`src/sv/u8sd_pkg.sv`:
```
// Shared types and constants for the UTF-8 stream decoder.
// No dependencies; every other file of the block imports this package.
package u8sd_pkg;

    localparam int BYTE_W     = 8;
    localparam int CP_W       = 31;
    localparam int CNT_W      = 3;
    localparam int M_TDATA_W  = ((CP_W + CNT_W + 7) / 8) * 8;
    localparam int FIFO_DEPTH = 4;
    localparam int FIFO_AW    = $clog2(FIFO_DEPTH);

    localparam logic [BYTE_W-1:0] CONT_BITS_MASK = 8'h3F;
    localparam logic [BYTE_W-1:0] LEAD2_MASK     = 8'h1F;
    localparam logic [BYTE_W-1:0] LEAD3_MASK     = 8'h0F;
    localparam logic [BYTE_W-1:0] LEAD4_MASK     = 8'h07;
    localparam logic [BYTE_W-1:0] LEAD5_MASK     = 8'h03;
    localparam logic [BYTE_W-1:0] LEAD6_MASK     = 8'h01;

    localparam logic [CNT_W-1:0] LEN_1 = 3'd1;
    localparam logic [CNT_W-1:0] LEN_2 = 3'd2;
    localparam logic [CNT_W-1:0] LEN_3 = 3'd3;
    localparam logic [CNT_W-1:0] LEN_4 = 3'd4;
    localparam logic [CNT_W-1:0] LEN_5 = 3'd5;
    localparam logic [CNT_W-1:0] LEN_6 = 3'd6;

    // What the back end does with a queued byte.
    typedef enum logic [2:0] {
        TOK_PASS = 3'b001,   // emit the byte itself, count 1, drop any partial
        TOK_LEAD = 3'b010,   // seed a multi-byte sequence
        TOK_CONT = 3'b100    // shift in six continuation bits
    } tok_kind_t;

    typedef struct packed {
        tok_kind_t         kind;
        logic              last;   // continuation that completes the character
        logic [CNT_W-1:0]  len;    // sequence length, valid on TOK_LEAD
        logic [BYTE_W-1:0] data;   // byte, seed or continuation bits
    } token_t;

    typedef struct packed {
        logic full;
        logic empty;
    } fifo_stat_t;

    // Lead byte with both top bits set: sequence length.
    function automatic logic [CNT_W-1:0] lead_len(input logic [BYTE_W-1:0] b);
        logic [CNT_W-1:0] len;
        begin
            if (!b[5])      len = LEN_2;
            else if (!b[4]) len = LEN_3;
            else if (!b[3]) len = LEN_4;
            else if (!b[2]) len = LEN_5;
            else            len = LEN_6;
            return len;
        end
    endfunction

    // Lead byte with both top bits set: payload bits that seed the value.
    function automatic logic [BYTE_W-1:0] lead_seed(input logic [BYTE_W-1:0] b);
        logic [BYTE_W-1:0] seed;
        begin
            if (!b[5])      seed = b & LEAD2_MASK;
            else if (!b[4]) seed = b & LEAD3_MASK;
            else if (!b[3]) seed = b & LEAD4_MASK;
            else if (!b[2]) seed = b & LEAD5_MASK;
            else            seed = b & LEAD6_MASK;
            return seed;
        end
    endfunction

endpackage

```
`src/sv/u8sd_front.sv`:
```
// Front end: takes input bytes, holds the mode register and the sequence
// position, and turns each byte into a token for the queue. Uses u8sd_pkg.
module u8sd_front (
    input  logic                          aclk,
    input  logic                          aresetn,
    input  logic                          cfg_valid,
    output logic                          cfg_ready,
    input  logic                          cfg_data,
    input  logic                          s_tvalid,
    output logic                          s_tready,
    input  logic [u8sd_pkg::BYTE_W-1:0]   s_tdata,
    input  u8sd_pkg::fifo_stat_t          fifo_stat,
    output logic                          push,
    output u8sd_pkg::token_t              push_tok,
    output logic                          utf8_mode
);
    import u8sd_pkg::*;

    logic             mode_reg, mode_next;
    logic [CNT_W-1:0] left_reg, left_next;
    logic [CNT_W-1:0] len;
    token_t           tok;

    assign cfg_ready = 1'b1;
    assign s_tready  = !fifo_stat.full;
    assign push      = s_tvalid && s_tready;
    assign push_tok  = tok;
    assign utf8_mode = mode_reg;

    assign mode_next = (cfg_valid && cfg_ready) ? cfg_data : mode_reg;

    always_comb begin
        len       = lead_len(s_tdata);
        tok.kind  = TOK_PASS;
        tok.last  = 1'b0;
        tok.len   = LEN_1;
        tok.data  = s_tdata;
        left_next = left_reg;
        if (!mode_reg) begin
            left_next = '0;
        end else if (left_reg == '0) begin
            if (s_tdata[7] && s_tdata[6]) begin
                tok.kind  = TOK_LEAD;
                tok.len   = len;
                tok.data  = lead_seed(s_tdata);
                left_next = len - LEN_1;
            end
        end else begin
            tok.kind  = TOK_CONT;
            tok.data  = s_tdata & CONT_BITS_MASK;
            tok.last  = (left_reg == LEN_1);
            left_next = left_reg - LEN_1;
        end
    end

    always_ff @(posedge aclk) begin
        if (!aresetn) begin
            mode_reg <= 1'b1;
            left_reg <= '0;
        end else begin
            mode_reg <= mode_next;
            if (push) begin
                left_reg <= left_next;
            end
        end
    end

endmodule

```
`src/sv/u8sd_fifo.sv`:
```
// Short token queue between front and back end.
// Uses u8sd_pkg for the token type, depth and status struct.
module u8sd_fifo (
    input  logic                 aclk,
    input  logic                 aresetn,
    input  logic                 push,
    input  u8sd_pkg::token_t     push_tok,
    input  logic                 pop,
    output u8sd_pkg::token_t     pop_tok,
    output u8sd_pkg::fifo_stat_t stat
);
    import u8sd_pkg::*;

    token_t             entry_reg [FIFO_DEPTH];
    logic [FIFO_AW-1:0] wr_ptr_reg, wr_ptr_next;
    logic [FIFO_AW-1:0] rd_ptr_reg, rd_ptr_next;
    logic [FIFO_AW:0]   count_reg, count_next;

    assign stat.full  = (count_reg == (FIFO_AW+1)'(FIFO_DEPTH));
    assign stat.empty = (count_reg == '0);
    assign pop_tok    = entry_reg[rd_ptr_reg];

    always_comb begin
        wr_ptr_next = (wr_ptr_reg == FIFO_AW'(FIFO_DEPTH-1)) ? '0 : wr_ptr_reg + 1'b1;
        rd_ptr_next = (rd_ptr_reg == FIFO_AW'(FIFO_DEPTH-1)) ? '0 : rd_ptr_reg + 1'b1;
        count_next  = count_reg;
        if (push && !pop)      count_next = count_reg + 1'b1;
        else if (pop && !push) count_next = count_reg - 1'b1;
    end

    always_ff @(posedge aclk) begin
        if (push) begin
            entry_reg[wr_ptr_reg] <= push_tok;
        end
    end

    always_ff @(posedge aclk) begin
        if (!aresetn) begin
            wr_ptr_reg <= '0;
            rd_ptr_reg <= '0;
            count_reg  <= '0;
        end else begin
            if (push) wr_ptr_reg <= wr_ptr_next;
            if (pop)  rd_ptr_reg <= rd_ptr_next;
            count_reg <= count_next;
        end
    end

endmodule

```
`src/sv/u8sd_back.sv`:
```
// Back end: pops tokens, builds the code point and holds the output register.
// Uses u8sd_pkg.
module u8sd_back (
    input  logic                            aclk,
    input  logic                            aresetn,
    input  u8sd_pkg::token_t                pop_tok,
    input  u8sd_pkg::fifo_stat_t            fifo_stat,
    output logic                            pop,
    output logic                            m_tvalid,
    input  logic                            m_tready,
    output logic [u8sd_pkg::M_TDATA_W-1:0]  m_tdata
);
    import u8sd_pkg::*;

    logic [CP_W-1:0]  partial_reg, partial_next;
    logic [CNT_W-1:0] seq_reg, seq_next;
    logic             valid_reg, valid_next;
    logic [CP_W-1:0]  cp_reg, cp_next;
    logic [CNT_W-1:0] cnt_reg, cnt_next;
    logic             emit;
    logic [CP_W-1:0]  shifted;

    assign pop      = !fifo_stat.empty && (!valid_reg || m_tready);
    assign m_tvalid = valid_reg;
    assign m_tdata  = {(M_TDATA_W-CP_W-CNT_W)'(0), cnt_reg, cp_reg};
    assign shifted  = {partial_reg[CP_W-7:0], pop_tok.data[5:0]};

    always_comb begin
        emit         = 1'b0;
        partial_next = partial_reg;
        seq_next     = seq_reg;
        cp_next      = cp_reg;
        cnt_next     = cnt_reg;
        case (pop_tok.kind)
            TOK_PASS: begin
                emit         = 1'b1;
                cp_next      = CP_W'(pop_tok.data);
                cnt_next     = LEN_1;
                partial_next = '0;
                seq_next     = '0;
            end
            TOK_LEAD: begin
                partial_next = CP_W'(pop_tok.data);
                seq_next     = pop_tok.len;
            end
            TOK_CONT: begin
                if (pop_tok.last) begin
                    emit         = 1'b1;
                    cp_next      = shifted;
                    cnt_next     = seq_reg;
                    partial_next = '0;
                    seq_next     = '0;
                end else begin
                    partial_next = shifted;
                end
            end
            default: begin
                emit = 1'b0;
            end
        endcase
        valid_next = (valid_reg && !m_tready) || (pop && emit);
    end

    always_ff @(posedge aclk) begin
        if (pop && emit) begin
            cp_reg  <= cp_next;
            cnt_reg <= cnt_next;
        end
    end

    always_ff @(posedge aclk) begin
        if (!aresetn) begin
            valid_reg   <= 1'b0;
            partial_reg <= '0;
            seq_reg     <= '0;
        end else begin
            valid_reg <= valid_next;
            if (pop) begin
                partial_reg <= partial_next;
                seq_reg     <= seq_next;
            end
        end
    end

endmodule

```
`src/sv/utf8_stream_decoder_unit.sv`:
```
// Top level of the UTF-8 stream decoder: front end, token queue, back end.
// Uses u8sd_pkg, u8sd_front, u8sd_fifo and u8sd_back.
//
// Usage:
//   s_ channel: one text byte per item in s_tdata[7:0].
//   m_ channel: one character per item; m_tdata[30:0] is the code point,
//   m_tdata[33:31] the number of bytes that formed it, upper bits zero.
//   cfg channel: cfg_data is utf8_mode (1 = decode UTF-8, 0 = pass every
//   byte through with count 1); always ready, write only while idle.
//   Throughput: one byte per cycle, sustained, in both modes, while the receiver keeps m_tready high.
//   A character's final byte is written into the queue as a token; the
//   back end then pops that token into the output register, which
//   drives m_tvalid.
//   The front end classifies each byte against its own copy of the
//   sequence position and pushes a token into a four-entry queue; the
//   back end pops one token per cycle unless a held output register stalls it.
//   When the receiver stalls, the output register holds, the queue fills
//   and s_tready drops only once all four entries are taken.
//   Reset (aresetn low, synchronous): utf8_mode returns to 1, any partial
//   sequence is dropped, the queue and output register empty.
module utf8_stream_decoder_unit (
    input  logic                            aclk,
    input  logic                            aresetn,
    // configuration: utf8_mode
    input  logic                            cfg_valid,
    output logic                            cfg_ready,
    input  logic                            cfg_data,
    // input items
    input  logic                            s_tvalid,
    output logic                            s_tready,
    input  logic [u8sd_pkg::BYTE_W-1:0]     s_tdata,   // [7:0] in_byte
    // result items
    output logic                            m_tvalid,
    input  logic                            m_tready,
    output logic [u8sd_pkg::M_TDATA_W-1:0]  m_tdata    // [30:0] code_point, [33:31] byte_count
);
    import u8sd_pkg::*;

    fifo_stat_t fifo_stat;
    token_t     push_tok;
    token_t     pop_tok;
    logic       push;
    logic       pop;
    logic       utf8_mode;

    u8sd_front u_front (
        .aclk      (aclk),
        .aresetn   (aresetn),
        .cfg_valid (cfg_valid),
        .cfg_ready (cfg_ready),
        .cfg_data  (cfg_data),
        .s_tvalid  (s_tvalid),
        .s_tready  (s_tready),
        .s_tdata   (s_tdata),
        .fifo_stat (fifo_stat),
        .push      (push),
        .push_tok  (push_tok),
        .utf8_mode (utf8_mode)
    );

    u8sd_fifo u_fifo (
        .aclk     (aclk),
        .aresetn  (aresetn),
        .push     (push),
        .push_tok (push_tok),
        .pop      (pop),
        .pop_tok  (pop_tok),
        .stat     (fifo_stat)
    );

    u8sd_back u_back (
        .aclk      (aclk),
        .aresetn   (aresetn),
        .pop_tok   (pop_tok),
        .fifo_stat (fifo_stat),
        .pop       (pop),
        .m_tvalid  (m_tvalid),
        .m_tready  (m_tready),
        .m_tdata   (m_tdata)
    );

    // Every delivered character spans one to six bytes.
    a_count_range: assert property (@(posedge aclk) disable iff (!aresetn)
        m_tvalid |-> (m_tdata[33:31] != 3'd0 && m_tdata[33:31] != 3'd7))
        else $error("byte_count out of range");

    // A one-byte character never carries more than eight value bits.
    a_single_narrow: assert property (@(posedge aclk) disable iff (!aresetn)
        (m_tvalid && m_tdata[33:31] == LEN_1) |-> (m_tdata[30:8] == '0))
        else $error("one-byte character wider than a byte");

    // In byte mode the front end only produces pass-through tokens.
    a_byte_mode_pass: assert property (@(posedge aclk) disable iff (!aresetn)
        (push && !utf8_mode) |-> (push_tok.kind == TOK_PASS))
        else $error("byte mode produced a sequence token");

    // The queue never pops while empty, and a full queue blocks input.
    a_queue_guard: assert property (@(posedge aclk) disable iff (!aresetn)
        !(pop && fifo_stat.empty) && !(push && fifo_stat.full))
        else $error("token queue overrun or underrun");

endmodule
```
`config.mk`:
```
export PLATFORM = sky130hd
export DESIGN_NAME = utf8_stream_decoder_unit
export DESIGN_NICKNAME = d
export VERILOG_FILES = /design/src/sv/u8sd_pkg.sv /design/src/sv/u8sd_front.sv /design/src/sv/u8sd_fifo.sv /design/src/sv/u8sd_back.sv /design/src/sv/utf8_stream_decoder_unit.sv
export SDC_FILE = /design/constraint.sdc
export NUM_CORES = 1
export LEC_CHECK = 0
export ABC_AREA = 1
export BUFFER_PORTS_ARGS = -buffer_cell sky130_fd_sc_hd__buf_2
export CAP_MARGIN = 20
export CORE_MARGIN = 5
export CORE_UTILIZATION = 42
export DETAILED_ROUTE_END_ITERATION = 8
export PLACE_DENSITY = 0.71
export SKIP_CTS_REPAIR_TIMING = 1
export SLEW_MARGIN = 30
export SYNTH_ARGS = -nofsm -noshare
export SYNTH_HDL_FRONTEND = slang
export SYNTH_HIERARCHICAL = 1
export SYNTH_SLANG_ARGS = --single-unit
```
`constraint.sdc`:
```
create_clock -name aclk -period 3 [get_ports aclk]
set_input_delay 0 -clock aclk [delete_from_list [all_inputs] [get_ports aclk]]
set_output_delay 0 -clock aclk [all_outputs]
set_load 0.01 [all_outputs]
```
==> results of run 1 <==
cell type report:
cell class / count / area share (%)
Clock buffer: 22 / 6.93
Clock inverter: 9 / 1.41
Inverter: 75 / 4.06
Sequential cell: 136 / 52.4
Multi-Input combinational cell: 353 / 26.3
Tap cell: 180 / 3.22
Timing Repair Buffer: 65 / 5.66
cell usage after synthesis:
| cell type | instances |
|---|---|
| o211ai_1 | 1 |
| buf_2 | 6 |
| nand3b_2 | 1 |
| buf_1 | 1 |
| nand3_4 | 1 |
| a21oi_4 | 1 |
| ha_1 | 10 |
| inv_2 | 5 |
| clkbuf_1 | 5 |
| inv_1 | 68 |
| o22ai_2 | 10 |
| or2_2 | 1 |
| clkinv_1 | 1 |
| nand2_4 | 3 |
| a21oi_1 | 13 |
| o21ai_1 | 33 |
| a21boi_0 | 1 |
| o21ai_2 | 13 |
| buf_6 | 5 |
| nand2_1 | 72 |
| o22ai_1 | 5 |
| inv_4 | 1 |
| buf_4 | 13 |
| nor3_1 | 20 |
| nand2_2 | 1 |
| nor2_1 | 118 |
| nand4_1 | 10 |
| conb_1 | 2 |
| nand3_2 | 2 |
| fa_1 | 1 |
| nand3_1 | 18 |
| nor2_4 | 2 |
| o21ai_0 | 6 |
| edfxtp_1 | 94 |
| nor2_2 | 2 |
| xor2_1 | 1 |
| dfxtp_1 | 42 |
metrics by stage:
step / instance area [um^2] / utilization (%) / power [uW]
4_1_cts: 6920 / 49.7 / 7750
3_5_place_dp: 6340 / 45.5 / 5720
6_report: 6990 / 50.2 / 7720
5_1_grt: 6990 / 50.2 / 8260
2_1_floorplan: 5990 / - / 5090
3_3_place_gp: 6340 / 45.5 / 5610
worst min-delay path by stage:
stage,endpoint,cells past startpoint,startpoint
floorplan,u_front/utf8_mode,1,aresetn
detailed placement,u_front/utf8_mode,3,cfg_data
global route,u_fifo/entry_reg[2][2],3,s_tdata[2]
finish,u_fifo/entry_reg[2][2],3,s_tdata[2]
CTS,u_front/utf8_mode,3,cfg_data
global placement,u_front/utf8_mode,3,cfg_data
routing by layer:
| metal | wire (um) | up-vias | GRT usage, % |
|---|---|---|---|
| met3 | 733 | 18 | 3.79 |
| li1 | - | 2055 | - |
| met5 | 0 | - | 0 |
| met1 | 4900 | 1909 | 17.7 |
| met4 | 243 | 0 | 6.92 |
| met2 | 5640 | 134 | 23.9 |
power by group through the flow:
stage	registers, uW	clock network [uW]	logic, uW
finish	2820	2010	2890
CTS	2820	2050	2880
floorplan	2910	0	2190
global placement	2840	0	2770
detailed placement	2860	0	2860
global route	2870	2140	3250
critical path, delay by kind of cell, from the launching register on:
| family | cells | cell delay, ns |
|---|---|---|
| and+or+nand+nor | 5 | 0.84 |
| AOI/OAI and AO/OA | 2 | 0.58 |
| buffers and inverters | 3 | 0.53 |
| DFF | 1 | 0.38 |
cells by family after synthesis:
logic type,Yosys count,share of synthesized area (%)
AO/OA/AOI/OAI,83,9.41
XOR/XNOR,1,0.147
adder cells (fa/ha/maj),11,2.43
buffers and inverters,105,8.21
flip-flops,136,61.3
other,2,0.126
AND/OR/NAND/NOR,251,18.3
==> impl_metrics.json, run 1 <==
{
  "fillers": 1211,
  "rr_worst_depth": 10,
  "p_per_area_nw_per_um2": 1110,
  "final_cell_mix": "118 x nor2_1, 94 x edfxtp_1, 72 x nand2_1",
  "fin_ws_ns": 0.563,
  "cts.sinks": 136,
  "path_clk_slew_ns": 0.05,
  "setup_violations": 0,
  "p_sw_share_pct": 37.3,
  "grt_usage_pct": 14.5,
  "max_stage_delay_ns": 0.48,
  "start_util_pct": 42.9,
  "syn_avg_cell_area_um2": 10.1,
  "tightestPinTransition_ns": 0.697,
  "clkLatencyLatePin_ns": 0.42,
  "drt-total-wl_mm": 11.5,
  "clockBufferDepth": 2,
  "startpoint_type": "register",
  "finalNonFillerCells": 840,
  "ios": 57,
  "critPathSlowestCell": "o22ai_1",
  "p_int_uw": 4840,
  "grt_max_degree": 45,
  "clock.fmax_mhz": 410,
  "coreArea_um2": 13900,
  "p_comb_share_pct": 37.5,
  "die_h_um": 129,
  "arrival_ns": 2.75,
  "status": "complete, but fails checks",
  "r2r_end": "u_back/partial_reg[20]",
  "nNetsFinal": 673,
  "crit_chain": "inv_2 -> o21ai_1 -> o22ai_1 -> inv_2 -> nand3b_2 -> nand3_4 -> nand2_4 -> inv_4 -> nor2_1 -> nor2_1",
  "crit_type": "register to register",
  "pre_cts_ws_ns": 0.595,
  "antenna_found_initial": 0,
  "cp.required_ns": 3.31,
  "crit_fanout": 28,
  "io_buffers": 49,
  "rsz0062_at_grt": "no",
  "synth_top_area_share_pct": 47.3,
  "drc": 0,
  "r2r_setup_slack_ns": 0.56,
  "dp.cells": 802,
  "multi_input_area_um2": 1840,
  "regArea_um2": 3660,
  "fin_crit_sh_pct": 81.2,
  "routedWlPerCell_um": 13.7,
  "dp_hpwl_mm": 7.96,
  "seqPwrFrac_pct": 36.5,
  "clkPwrFrac_pct": 26.0,
  "hold_violations": 8,
  "synth_cells": 589,
  "endpoint": "u_back/partial_reg[20]",
  "tns_ns": 0,
  "clock-skew-final_ns": 0.00788,
  "timing.slew.headroom_pct": 53.5,
  "dr.pass1.iters": 5,
  "cts-root-buf": "clkbuf_16",
  "globalplace.congestion": 0.887,
  "antenna-diode-count": 0,
  "num_rows": 43,
  "fin_crit_ns": 2.44,
  "end_kind": "register",
  "synth_cell_types": 37,
  "largest_reg_flops": 60,
  "finalMaxSlewViolations": 0,
  "leakage_uw": 0.00283,
  "syn_area_um2": 5970,
  "final_common_cell": "nor2_1",
  "die_width_um": 129,
  "via_per_inst": 4.90,
  "cap_violations": 0,
  "cts_tree": "built",
  "cts-buffers-inserted": 17,
  "grt-ovfl-total": 0,
  "drive_above_1_share_pct": 19.7,
  "vdd_drop_max_v": 0.000439,
  "ys_ff_latch": 136,
  "dieArea_um2": 16700,
  "grt_pass1_vias": 3900,
  "yosysWarnings": 6,
  "yosysTopAreaCell": "edfxtp_1",
  "whs_ns": -0.0283,
  "p_switching_uw": 2880,
  "drtIter0Drc": 378,
  "grt_first_pass_wirelength_mm": 18.7,
  "areaGrowthSynthToFinish_pct": 17.0,
  "h-tree-depth": 4,
  "seq_area_frac_synth_pct": 61.3,
  "yosys-top-cells-area": "edfxtp_1 47%, dfxtp_1 14%, nor2_1 7.4%",
  "ant_nets": 0,
  "failed_checks": "hold timing",
  "vias": 4116,
  "worst_hold_path_type": "input port to register"
}
No activity file was read; power rests on OpenSTA's default activity.
==> run 2: changes to the inputs <==
--- a/config.mk
+++ b/config.mk
@@ -11,7 +11,7 @@
 export CORE_MARGIN = 5
 export CORE_UTILIZATION = 42
 export DETAILED_ROUTE_END_ITERATION = 8
-export PLACE_DENSITY = 0.71
+export PLACE_DENSITY = 0.73
 export SKIP_CTS_REPAIR_TIMING = 1
 export SLEW_MARGIN = 30
 export SYNTH_ARGS = -nofsm -noshare
==> constraint.sdc (replaced) <==
create_clock -name aclk -period 2.1 [get_ports aclk]
set_input_delay 0 -clock aclk [delete_from_list [all_inputs] [get_ports aclk]]
set_output_delay 0 -clock aclk [all_outputs]
set_load 0.01 [all_outputs]
==> run 2 against run 1 <==
  * The run still ends with hold timing left
  * Largest cell class unchanged
  * Critical path type unchanged
  * Fmax increased by 23%
  * Flip-flop and latch count unchanged
  * Die area unchanged
  * Sequential share of layout area down 2.5 points
  * Wire length increased by 2.4%
  * First-iteration DRC count decreased by 16%
==> impl_metrics.json, run 2 (same netlist as run 1, synthesis figures left out) <==
{
  "tightestPinTransition_ns": 0.512,
  "hold_violations": 1,
  "p_comb_share_pct": 39.4,
  "r2r_end": "u_back/cp_reg[17]",
  "p_sw_share_pct": 36.0,
  "dieArea_um2": 16700,
  "globalplace.congestion": 0.895,
  "die_h_um": 129,
  "dr.pass1.iters": 8,
  "cts_tree": "built",
  "vdd_drop_max_v": 0.000900,
  "cts.sinks": 136,
  "setup_violations": 0,
  "ios": 57,
  "fin_crit_sh_pct": 94.4,
  "die_width_um": 129,
  "clockBufferDepth": 2,
  "start_util_pct": 42.9,
  "nNetsFinal": 695,
  "vias": 4233,
  "p_int_uw": 7730,
  "arrival_ns": 2.10,
  "io_buffers": 49,
  "hold_end": "u_fifo/entry_reg[1][3]",
  "whs_ns": -0.0000923,
  "finalNonFillerCells": 863,
  "fin_crit_ns": 1.98,
  "crit_type": "register to register",
  "coreArea_um2": 13900,
  "fillers": 1173,
  "total_power_uw": 12100,
  "finalMaxSlewViolations": 0,
  "grt_pass1_vias": 4197,
  "clock.fmax_mhz": 504,
  "drtIter0Drc": 317,
  "rr_worst_depth": 9,
  "final_cell_mix": "117 x nor2_1, 94 x edfxtp_1, 71 x nand2_1",
  "grt_usage_pct": 15.1,
  "timing.slew.headroom_pct": 65.9,
  "r2r_setup_slack_ns": 0.12,
  "failed_checks": "hold timing",
  "worst_hold_path_type": "input port to register",
  "clock-skew-final_ns": 0.00695,
  "status": "complete, but fails checks",
  "drt-total-wl_mm": 11.8,
  "seqPwrFrac_pct": 33.5,
  "crit_fanout": 28,
  "largest_reg_flops": 60,
  "antenna_found_initial": 0,
  "min-delay-start": "s_tdata[3]",
  "p_per_area_nw_per_um2": 1650,
  "final_common_cell": "nor2_1",
  "hold_path_depth": 3,
  "cap_violations": 0,
  "p_switching_uw": 4360,
  "cts-root-buf": "clkbuf_16",
  "grt_first_pass_wirelength_mm": 19.6,
  "num_rows": 43,
  "areaGrowthSynthToFinish_pct": 22.9,
  "clkPwrFrac_pct": 27.1,
  "clkLatencyLatePin_ns": 0.42,
  "path_clk_slew_ns": 0.06,
  "startpoint_type": "register",
  "dp.cells": 821,
  "grt-ovfl-total": 0,
  "grt_max_degree": 45,
  "via_per_inst": 4.90,
  "drive_above_1_share_pct": 23.9,
  "drc": 0,
  "cp.required_ns": 2.21,
  "leakage_uw": 0.00299,
  "antenna-diode-count": 0,
  "cts-buffers-inserted": 17,
  "routedWlPerCell_um": 13.7,
  "end_kind": "register",
  "dp_hpwl_mm": 8.38,
  "ant_nets": 0,
  "h-tree-depth": 4
}
==> run 2: cell types whose count changed in the layout (fill, tap and decap cells not counted), sizes merged <==
cell	change
buf	+21
bufinv	+4
clkbuf	-3
inv	-2
clkinv	+1
clkinvlp	+1
dlygate4sd3	+1
==> run 2: cell type report <==
cell class	count	area (um^2)	share of cell area, %
inverter	75	292	3.97
tap	180	225	3.07
clock inverter	13	226	3.08
clock buffer	19	433	5.90
multi-input combinational	353	1890	25.8
timing repair buffer	87	604	8.23
sequential	136	3670	50.0
==> run 2: metal layers <==
| metal | share of wire (%) | track usage, % | wire length, um | vias up |
|---|---|---|---|---|
| met5 | 0 | 0 | 0 | - |
| met3 | 5.9 | 4.41 | 701 | 23 |
| li1 | - | - | - | 2102 |
| met2 | 52 | 26.8 | 6170 | 129 |
| met4 | 1.9 | 6.61 | 220 | 0 |
| met1 | 40 | 16.7 | 4710 | 1979 |
==> run 2: worst max-delay path by stage <==
stage                             from               endpoint  slack (ns)  cells after the start
4_1_cts                       register  u_back/partial_reg[2]        0.07                     12
2_1_floorplan                 register      u_back/cnt_reg[0]       0.001                     10
3_5_place_dp                  register      u_back/cp_reg[30]        0.09                      9
6_report                      register      u_back/cp_reg[17]        0.12                      9
5_1_grt        u_fifo/entry_reg[2][13]      u_back/cp_reg[27]      -0.003                      9
3_3_place_gp                  register      u_back/cp_reg[29]        0.17                      9
==> run 2: stage by stage <==
stage / instance area [um^2] / setup TNS [ns] / hold WS, ns / setup slack [ns] / util [%]
after floorplan: 6050 / 0 / 0.0986 / 0.00113 / -
after global placement: 6560 / 0 / 0.216 / 0.168 / 47.1
after detailed placement: 6560 / 0 / 0.221 / 0.0938 / 47.1
after CTS: 7220 / 0 / -0.219 / 0.0692 / 51.8
after global routing: 7340 / -0.0208 / 0.0103 / -0.00266 / 52.7
final: 7340 / 0 / -0.0000923 / 0.117 / 52.7
==> run 2: critical path: stages (launching register included) <==
cell        delay [ns]
dfxtp_2           0.37
buf_4             0.19
buf_4             0.19
o21ai_1           0.09
o22ai_2           0.20
inv_1             0.08
o21ai_1           0.14
nand2_1           0.12
clkinvlp_4        0.12
buf_12            0.18
==> run 2: power groups by stage <==
| stage | Sequential, uW | Combinational, uW | Clock (uW) |
|---|---|---|---|
| floorplan | 4160 | 3250 | 0 |
| global placement | 4070 | 4420 | 0 |
| detailed placement | 4110 | 4590 | 0 |
| CTS | 4060 | 4650 | 3330 |
| global route | 4130 | 5270 | 3480 |
| finish | 4050 | 4760 | 3280 |
